<file path="src/hdl/rte_pkg.sv">
package rte_pkg;

   localparam int CHUNK_BITS   = 2;
   localparam int CODE_BITS    = 4;
   localparam int MAX_CHUNKS   = 8;
   localparam int KEY_W        = CHUNK_BITS * MAX_CHUNKS;
   localparam int ENTRY_W      = CODE_BITS * MAX_CHUNKS;
   localparam int COUNT_W      = 4;
   localparam int POS_W        = $clog2(MAX_CHUNKS);
   localparam int RESULT_LIMIT = 32;
   localparam int RESULT_W     = $clog2(RESULT_LIMIT);
   localparam int QUEUE_DEPTH  = 4;
   localparam int QUEUE_AW     = $clog2(QUEUE_DEPTH);
   localparam logic [COUNT_W-1:0] CHUNK_COUNT_RESET = COUNT_W'(MAX_CHUNKS);

   typedef logic [KEY_W-1:0]      key_type;
   typedef logic [ENTRY_W-1:0]    entry_type;
   typedef logic [COUNT_W-1:0]    chunk_count_type;
   typedef logic [CHUNK_BITS-1:0] chunk_type;

   // One entry to be formatted: the low bound supplies the exact chunks above
   // the split chunk, and the chunk pair at the split selects the table row.
   typedef struct packed {
      key_type              low_key;
      logic [POS_W-1:0]     split_pos;
      chunk_type            split_low;
      chunk_type            split_high;
      logic                 last;
   } token_type;

   typedef enum logic {
      FRONT_IDLE,
      FRONT_RUN
   } front_state_type;

   function automatic logic [CODE_BITS-1:0] code_lookup(input logic [3:0] idx);
      logic [CODE_BITS-1:0] res;
      case (idx)
         4'h5:    res = 4'hC;
         4'h6:    res = 4'h8;
         4'h7:    res = 4'h8;
         4'hA:    res = 4'hA;
         4'hB:    res = 4'h8;
         4'hF:    res = 4'h9;
         default: res = 4'h0;
      endcase
      return res;
   endfunction

   function automatic logic [CODE_BITS-1:0] mask_lookup(input logic [3:0] idx);
      logic [CODE_BITS-1:0] res;
      case (idx)
         4'h1:    res = 4'h3;
         4'h2:    res = 4'h1;
         4'h3:    res = 4'h0;
         4'h6:    res = 4'h9;
         4'h7:    res = 4'h8;
         4'hB:    res = 4'hC;
         default: res = 4'hF;
      endcase
      return res;
   endfunction

endpackage

</file>
<file path="src/hdl/range_to_ternary_entry_encoder.sv">
// Channel   Ports                                    Handshake
// request   start, busy, req_range_low/high          taken when start and not busy
// response  rsp_strobe, rsp_entry_code/mask/last     one-cycle strobe per entry, no stall
// config    csr_we, csr_wdata                        written when csr_we is high
//
// The stack walk handles one subrange per clock cycle.
// The formatter drains the four-slot entry queue every cycle, so it never fills.
// Busy stays high until the cycle in which the last entry is on the response ports.
// Synchronous reset returns the chunk count to eight and the block to idle.
module range_to_ternary_entry_encoder #(
   parameter int STACK_DEPTH = 16
) (
   input  logic                     clock,
   input  logic                     reset,
   input  logic                     start,
   output logic                     busy,
   input  rte_pkg::key_type         req_range_low,
   input  rte_pkg::key_type         req_range_high,
   output logic                     rsp_strobe,
   output rte_pkg::entry_type       rsp_entry_code,
   output rte_pkg::entry_type       rsp_entry_mask,
   output logic                     rsp_last_entry,
   input  logic                     csr_we,
   input  rte_pkg::chunk_count_type csr_wdata
);

   rte_pkg::chunk_count_type chunk_count_ff, chunk_count_in;
   rte_pkg::chunk_count_type chunk_n;
   logic                     busy_ff, busy_in;
   logic                     accept;
   logic                     front_valid;
   rte_pkg::token_type       front_token;
   logic                     queue_full;
   logic                     back_valid;
   rte_pkg::token_type       back_token;
   logic                     back_done;

   assign accept = start && !busy_ff;

   always_comb begin
      chunk_count_in = csr_we ? csr_wdata : chunk_count_ff;
      if (chunk_count_ff == '0) begin
         chunk_n = rte_pkg::COUNT_W'(1);
      end else if (chunk_count_ff > rte_pkg::COUNT_W'(rte_pkg::MAX_CHUNKS)) begin
         chunk_n = rte_pkg::COUNT_W'(rte_pkg::MAX_CHUNKS);
      end else begin
         chunk_n = chunk_count_ff;
      end
      busy_in = accept ? 1'b1 : (back_done ? 1'b0 : busy_ff);
   end

   always_ff @(posedge clock) begin
      if (reset) begin
         chunk_count_ff <= rte_pkg::CHUNK_COUNT_RESET;
         busy_ff        <= 1'b0;
      end else begin
         chunk_count_ff <= chunk_count_in;
         busy_ff        <= busy_in;
      end
   end

   assign busy = busy_ff;

   rte_front #(
      .STACK_DEPTH (STACK_DEPTH)
   ) u_front (
      .clock       (clock),
      .reset       (reset),
      .accept      (accept),
      .range_low   (req_range_low),
      .range_high  (req_range_high),
      .chunk_n     (chunk_n),
      .queue_full  (queue_full),
      .token_valid (front_valid),
      .token       (front_token)
   );

   rte_queue u_queue (
      .clock      (clock),
      .reset      (reset),
      .push_valid (front_valid),
      .push_token (front_token),
      .full       (queue_full),
      .pop_valid  (back_valid),
      .pop_token  (back_token)
   );

   rte_back u_back (
      .clock          (clock),
      .reset          (reset),
      .token_valid    (back_valid),
      .token          (back_token),
      .chunk_n        (chunk_n),
      .done           (back_done),
      .rsp_strobe     (rsp_strobe),
      .rsp_entry_code (rsp_entry_code),
      .rsp_entry_mask (rsp_entry_mask),
      .rsp_last_entry (rsp_last_entry)
   );

endmodule

</file>
<file path="src/hdl/rte_queue.sv">
module rte_queue (
   input  logic               clock,
   input  logic               reset,
   input  logic               push_valid,
   input  rte_pkg::token_type push_token,
   output logic               full,
   output logic               pop_valid,
   output rte_pkg::token_type pop_token
);

   localparam int AW = rte_pkg::QUEUE_AW;

   rte_pkg::token_type slot_ff [rte_pkg::QUEUE_DEPTH];
   logic [AW-1:0] wr_ptr_ff, wr_ptr_in;
   logic [AW-1:0] rd_ptr_ff, rd_ptr_in;
   logic [AW:0]   fill_ff, fill_in;
   logic          do_push;
   logic          do_pop;

   // The formatter never stalls, so the head leaves whenever it is present.
   assign full      = (fill_ff == (AW+1)'(rte_pkg::QUEUE_DEPTH));
   assign pop_valid = (fill_ff != '0);
   assign pop_token = slot_ff[rd_ptr_ff];
   assign do_push   = push_valid && !full;
   assign do_pop    = pop_valid;

   always_comb begin
      wr_ptr_in = do_push ? wr_ptr_ff + AW'(1) : wr_ptr_ff;
      rd_ptr_in = do_pop ? rd_ptr_ff + AW'(1) : rd_ptr_ff;
      fill_in   = fill_ff + (AW+1)'(do_push) - (AW+1)'(do_pop);
   end

   always_ff @(posedge clock) begin
      if (reset) begin
         wr_ptr_ff <= '0;
         rd_ptr_ff <= '0;
         fill_ff   <= '0;
      end else begin
         wr_ptr_ff <= wr_ptr_in;
         rd_ptr_ff <= rd_ptr_in;
         fill_ff   <= fill_in;
      end
   end

   always_ff @(posedge clock) begin
      if (do_push) begin
         slot_ff[wr_ptr_ff] <= push_token;
      end
   end

endmodule

</file>
<file path="src/hdl/rte_front.sv">
module rte_front #(
   parameter int STACK_DEPTH = 16
) (
   input  logic                     clock,
   input  logic                     reset,
   input  logic                     accept,
   input  rte_pkg::key_type         range_low,
   input  rte_pkg::key_type         range_high,
   input  rte_pkg::chunk_count_type chunk_n,
   input  logic                     queue_full,
   output logic                     token_valid,
   output rte_pkg::token_type       token
);

   localparam int SW = $clog2(STACK_DEPTH + 1);
   localparam int AW = $clog2(STACK_DEPTH);
   localparam int KW = rte_pkg::KEY_W;
   localparam int PW = rte_pkg::POS_W;
   localparam int RW = rte_pkg::RESULT_W;

   // Stack entries below the range in hand; the range in hand is the top.
   logic [2*KW-1:0] stack_mem [STACK_DEPTH];
   logic [2*KW-1:0] rd_data_ff;

   rte_pkg::front_state_type state_ff, state_in;
   rte_pkg::key_type cur_a_ff, cur_a_in;
   rte_pkg::key_type cur_b_ff, cur_b_in;
   logic             from_mem_ff, from_mem_in;
   logic [SW-1:0]    sp_ff, sp_in;
   logic [RW-1:0]    count_ff, count_in;

   rte_pkg::key_type key_mask;
   rte_pkg::key_type key_a, key_b, diff;
   logic [PW-1:0]    pos;
   logic [4:0]       off;
   rte_pkg::key_type low_bits, pre_a, pre_b;
   logic [KW:0]      upper_mask;
   rte_pkg::chunk_type va, vb, ms, me;
   logic             wide, adjacent, start_full, end_full;
   rte_pkg::key_type x_lo, x_hi, y_lo, y_hi, edge_key;
   logic             two_push, one_push, emit, finish, step;
   logic [SW-1:0]    wr_idx, rd_idx;
   logic             mem_we, mem_re;

   always_comb begin
      for (int q = 0; q < rte_pkg::MAX_CHUNKS; q++) begin
         key_mask[2*q +: 2] = (rte_pkg::COUNT_W'(q) < chunk_n) ? 2'b11 : 2'b00;
      end
   end

   assign key_a = from_mem_ff ? rd_data_ff[2*KW-1:KW] : cur_a_ff;
   assign key_b = from_mem_ff ? rd_data_ff[KW-1:0] : cur_b_ff;
   assign diff  = key_a ^ key_b;

   // The highest differing chunk is the split; equal bounds split at the
   // lowest chunk.
   always_comb begin
      pos = '0;
      for (int q = 0; q < rte_pkg::MAX_CHUNKS; q++) begin
         if (diff[2*q +: 2] != 2'b00) begin
            pos = PW'(q);
         end
      end
   end

   always_comb begin
      off        = 5'({pos, 1'b0});
      low_bits   = KW'((17'd1 << off) - 17'd1);
      upper_mask = (17'd1 << (off + 5'd2)) - 17'd1;
      pre_a      = key_a & ~upper_mask[KW-1:0];
      pre_b      = key_b & ~upper_mask[KW-1:0];
      va         = 2'(key_a >> off);
      vb         = 2'(key_b >> off);
      wide       = ({1'b0, vb} >= ({1'b0, va} + 3'd2));
      adjacent   = ({1'b0, vb} == ({1'b0, va} + 3'd1));
      start_full = ((key_a & low_bits) == '0);
      end_full   = ((key_b & low_bits) == low_bits);
      ms         = start_full ? va : va + 2'd1;
      me         = end_full ? vb : vb - 2'd1;
      edge_key   = pre_a | (KW'(va + 2'd1) << off);

      // X is pushed first, Y second, so Y is expanded first.
      if (adjacent) begin
         x_lo = edge_key;
         x_hi = key_b;
         y_lo = key_a;
         y_hi = edge_key - KW'(1);
      end else begin
         x_lo = pre_b | (KW'(me + 2'd1) << off);
         x_hi = key_b;
         y_lo = key_a;
         y_hi = (pre_a | (KW'(ms) << off)) - KW'(1);
      end

      two_push = adjacent || (wide && !start_full && !end_full);
      one_push = wide && (start_full != end_full);
      emit     = !adjacent;
   end

   assign step   = (state_ff == rte_pkg::FRONT_RUN) && !queue_full;
   assign finish = emit && ((!two_push && !one_push && sp_ff == SW'(1)) ||
                            count_ff == RW'(rte_pkg::RESULT_LIMIT - 1));
   assign wr_idx = sp_ff - SW'(1);
   assign rd_idx = sp_ff - SW'(2);
   assign mem_we = step && two_push && (sp_ff < SW'(STACK_DEPTH));
   assign mem_re = step && !two_push && !one_push;

   always_comb begin
      state_in    = state_ff;
      cur_a_in    = cur_a_ff;
      cur_b_in    = cur_b_ff;
      from_mem_in = from_mem_ff;
      sp_in       = sp_ff;
      count_in    = count_ff;
      case (state_ff)
         rte_pkg::FRONT_IDLE: begin
            if (accept) begin
               state_in    = rte_pkg::FRONT_RUN;
               cur_a_in    = range_low & key_mask;
               cur_b_in    = range_high & key_mask;
               from_mem_in = 1'b0;
               sp_in       = SW'(1);
               count_in    = '0;
            end
         end
         rte_pkg::FRONT_RUN: begin
            if (step) begin
               if (emit) begin
                  count_in = count_ff + RW'(1);
               end
               if (two_push) begin
                  from_mem_in = 1'b0;
                  if (sp_ff < SW'(STACK_DEPTH)) begin
                     cur_a_in = y_lo;
                     cur_b_in = y_hi;
                     sp_in    = sp_ff + SW'(1);
                  end else begin
                     cur_a_in = x_lo;
                     cur_b_in = x_hi;
                  end
               end else if (one_push) begin
                  from_mem_in = 1'b0;
                  cur_a_in    = end_full ? y_lo : x_lo;
                  cur_b_in    = end_full ? y_hi : x_hi;
               end else begin
                  from_mem_in = 1'b1;
                  sp_in       = sp_ff - SW'(1);
               end
               if (finish) begin
                  state_in = rte_pkg::FRONT_IDLE;
               end
            end
         end
         default: begin
            state_in = rte_pkg::FRONT_IDLE;
         end
      endcase
   end

   always_ff @(posedge clock) begin
      if (reset) begin
         state_ff    <= rte_pkg::FRONT_IDLE;
         from_mem_ff <= 1'b0;
         sp_ff       <= '0;
         count_ff    <= '0;
      end else begin
         state_ff    <= state_in;
         from_mem_ff <= from_mem_in;
         sp_ff       <= sp_in;
         count_ff    <= count_in;
      end
   end

   always_ff @(posedge clock) begin
      cur_a_ff <= cur_a_in;
      cur_b_ff <= cur_b_in;
   end

   always_ff @(posedge clock) begin
      if (mem_we) begin
         stack_mem[wr_idx[AW-1:0]] <= {x_lo, x_hi};
      end
      if (mem_re) begin
         rd_data_ff <= stack_mem[rd_idx[AW-1:0]];
      end
   end

   assign token_valid      = step && emit;
   assign token.low_key    = key_a;
   assign token.split_pos  = pos;
   assign token.split_low  = wide ? ms : va;
   assign token.split_high = wide ? me : vb;
   assign token.last       = finish;

endmodule

</file>
<file path="src/hdl/rte_back.sv">
module rte_back (
   input  logic                     clock,
   input  logic                     reset,
   input  logic                     token_valid,
   input  rte_pkg::token_type       token,
   input  rte_pkg::chunk_count_type chunk_n,
   output logic                     done,
   output logic                     rsp_strobe,
   output rte_pkg::entry_type       rsp_entry_code,
   output rte_pkg::entry_type       rsp_entry_mask,
   output logic                     rsp_last_entry
);

   localparam int CB = rte_pkg::CODE_BITS;

   logic               strobe_ff;
   rte_pkg::entry_type code_ff, code_in;
   rte_pkg::entry_type mask_ff, mask_in;
   logic               last_ff;

   // Chunks above the split match exactly, the split chunk uses the pair
   // from the tables, and chunks below it or past the chunk count are wildcards.
   always_comb begin
      logic [3:0]         idx;
      rte_pkg::chunk_type v;
      for (int q = 0; q < rte_pkg::MAX_CHUNKS; q++) begin
         v   = token.low_key[2*q +: 2];
         idx = {token.split_low, token.split_high};
         if (rte_pkg::COUNT_W'(q) >= chunk_n) begin
            code_in[CB*q +: CB] = '0;
            mask_in[CB*q +: CB] = '0;
         end else if (rte_pkg::POS_W'(q) > token.split_pos) begin
            code_in[CB*q +: CB] = rte_pkg::code_lookup({v, v});
            mask_in[CB*q +: CB] = rte_pkg::mask_lookup({v, v});
         end else if (rte_pkg::POS_W'(q) == token.split_pos) begin
            code_in[CB*q +: CB] = rte_pkg::code_lookup(idx);
            mask_in[CB*q +: CB] = rte_pkg::mask_lookup(idx);
         end else begin
            code_in[CB*q +: CB] = '0;
            mask_in[CB*q +: CB] = '0;
         end
      end
   end

   always_ff @(posedge clock) begin
      if (reset) begin
         strobe_ff <= 1'b0;
      end else begin
         strobe_ff <= token_valid;
      end
   end

   always_ff @(posedge clock) begin
      if (token_valid) begin
         code_ff <= code_in;
         mask_ff <= mask_in;
         last_ff <= token.last;
      end
   end

   assign done           = token_valid && token.last;
   assign rsp_strobe     = strobe_ff;
   assign rsp_entry_code = code_ff;
   assign rsp_entry_mask = mask_ff;
   assign rsp_last_entry = last_ff;

endmodule

</file>
<file path="config.mk">
export PLATFORM = sky130hd
export DESIGN_NAME = range_to_ternary_entry_encoder
export DESIGN_NICKNAME = d
export VERILOG_FILES = /design/src/hdl/rte_pkg.sv /design/src/hdl/range_to_ternary_entry_encoder.sv /design/src/hdl/rte_queue.sv /design/src/hdl/rte_front.sv /design/src/hdl/rte_back.sv
export SDC_FILE = /design/constraint.sdc
export NUM_CORES = 1
export LEC_CHECK = 0
export BUFFER_PORTS_ARGS = -buffer_cell sky130_fd_sc_hd__clkbuf_2
export CAP_MARGIN = 20
export CORE_MARGIN = 2
export CORE_UTILIZATION = 57
export CTS_BUF_LIST = sky130_fd_sc_hd__clkbuf_8 sky130_fd_sc_hd__clkbuf_16
export DETAILED_ROUTE_END_ITERATION = 7
export MAX_ROUTING_LAYER = met4
export PLACE_DENSITY = 0.79
export SYNTH_ARGS = -nofsm -noshare
export SYNTH_HDL_FRONTEND = slang
export SYNTH_HIERARCHICAL = 1
export SYNTH_SLANG_ARGS = --single-unit
</file>
<file path="constraint.sdc">
create_clock -name clock -period 9.4 [get_ports clock]
set_input_delay 0.47 -clock clock [delete_from_list [all_inputs] [get_ports clock]]
set_output_delay 0.47 -clock clock [all_outputs]
set_load 0.01 [all_outputs]
</file>
==> flow_metrics.py <==
metrics = {
    "drt": {
        "postRouteAntennaNets": 0,
        "vias_per_cell": 6.73,
        "num_vias": 19301,
        "wl_per_cell_um": 30.5,
        "drc_errors": 0,
        "initialDrtViolationCount": 2437,
        "drt_first_pass_iters": 6,
        "postRouteWirelength_um": 87400,
    },
    "synthesis": {
        "synth_area_um2": 32700,
        "yosysWarnings": 6,
        "syn_area_per_cell_um2": 17.1,
        "syn_inst": 1917,
        "synth_nets": 1982,
    },
    "place": {
        "dp.cells": 2716,
        "place_area_um2": 34100,
        "portBuffers": 106,
        "gp_congestion": 1.02,
        "place_hpwl_um": 56000,
    },
    "critical_path": {
        "critPathMaxFanout": 32,
        "crit_arrival_ns": 7.96,
        "required_ns": 9.63,
        "crit_type": "reg -> reg",
        "cp-end-kind": "register",
        "worst_setup_path_start_kind": "register",
    },
    "grt": {
        "grt_pass1_wl_um": 128000,
        "grt_antenna_before_repair": 2,
        "track_usage": 0.306,
        "gr-total-overflow": 0,
        "grt_start_max_net_pins": 102,
        "first_global_vias": 19124,
    },
    "job": {
        "maxCapViolCount": 0,
    },
    "timing": {
        "setup_violations": 0,
        "max_freq_mhz": 129,
        "period_share": 0.822,
        "final_max_slew_viol_count": 0,
        "fin_crit_ns": 7.73,
        "slew_headroom": 0.247,
        "finalSetupTns_ns": 0,
        "whs_ns": 0.0735,
        "rsz0062_at_grt": "false",
        "fin_worst_skew_ns": 0.0360,
        "timing.final.hold_violations": 0,
        "tightest_slew_ns": 1.13,
    },
    "clock_tree": {
        "numCtsBuffers": 76,
        "cts_resized": 0,
        "cts.sinks": 756,
        "hold_buffers": 0,
        "cts-root-buf": "clkbuf_16",
        "cts.reportedPaths.clkPinSlew_ns": 0.06,
        "insertion_delay_ns": 0.64,
        "cts_setup_buffers": 0,
        "cts.htree.levels": 3,
        "cts.path.max_buffers": 3,
        "cts_tree": "done",
    },
    "final_layout": {
        "final_nets": 2116,
        "nFillCells": 3744,
        "drive_above_1_share": 0.249,
        "finalInstanceArea_um2": 36800,
        "layout.cells.non_filler": 2868,
        "area_growth_syn_to_layout_pct": 12.4,
    },
    "outcome": {
        "status": "complete, no violations",
    },
    "floorplan": {
        "design.core.area_um2": 56600,
        "ios": 107,
        "die_h_um": 244,
        "die_w_um": 244,
        "initial_utilization": 0.578,
        "design.die.area_um2": 59300,
        "rows": 87,
    },
    "min_path": {
        "hold_path.class": "in -> reg",
    },
}
critical path, cell delays in order, from the launching register on:
cell and delay (ns):
dfxtp_2 0.58, buf_4 0.43, nand3_1 0.15, o32a_1 0.45, a31oi_1 0.55, nor3_1 0.14
o32ai_2 0.39, inv_2 0.24, ha_1 0.45, nor3_1 0.57, inv_1 0.16, mux2i_2 0.18
buf_4 0.35, a31oi_1 0.26, nor3_1 0.86, nand2_1 0.51, nor2_4 0.98
final timing paths:
| kind | from | end | slack (ns) | cells past startpoint |
|---|---|---|---|---|
| min | csr_wdata[3] | chunk_count_ff[3] | 0.07 | 2 |
| max reg2reg | u_front/from_mem_ff | u_front/stack_mem[4][19] | 1.67 | 16 |
| max | u_front/from_mem_ff | u_front/stack_mem[4][19] | 1.67 | 16 |
| min reg2reg | u_front/count_ff[4] | u_front/count_ff[4] | 0.48 | 2 |
layout by cell type, fill, tap and decap left out, types with 23 or more instances in the layout:
master,count
mux4_2,178
xnor2_1,39
clkbuf_16,77
mux2i_1,29
nand2_1,112
o21ai_0,54
edfxtp_1,729
a21oi_1,63
nor3_1,24
dfxtp_1,24
inv_1,73
clkbuf_2,106
ha_1,23
buf_4,33
nand3_1,30
nor2_1,103
through the flow:
stage                      util  worst slack, ns
after floorplan               -             2.62
after global placement    0.602             2.14
after detailed placement  0.603             1.90
after CTS                 0.645             1.88
after global routing      0.649             1.23
final                     0.649             1.67
sequential cells by signal, indices dropped and copies added, names as in the netlist, 5 cells and up, named ones only:
signal	count
u_back/rsp_entry_code	32
u_back/rsp_entry_mask	32
u_front/count_ff	5
u_front/cur_a_ff	16
u_front/cur_b_ff	16
u_front/rd_data_ff	32
u_front/sp_ff	5
u_front/stack_mem	512
u_queue/slot_ff	88
layer usage:
layer,global-route usage,vias to the layer above,routed length [um]
li1,-,7976,-
met1,0.401,9756,32500
met2,0.480,1346,42900
met3,0.0589,223,8540
met4,0.118,0,3400
met5,-,-,0
layout make-up:
cell class / count / area [um^2] / area share
clock buffer: 76 / 1900 / 0.0517
antenna: 2 / 5.00 / 0.000136
tap: 756 / 946 / 0.0257
timing repair buffer: 154 / 1090 / 0.0297
clock inverter: 61 / 453 / 0.0123
inverter: 59 / 224 / 0.00609
multi-input combinational: 1004 / 9700 / 0.264
sequential: 756 / 22400 / 0.610
Power is left out: the tool's default activity adds up to more than one toggle a clock period on the data nets, which glitch-free logic cannot reach.
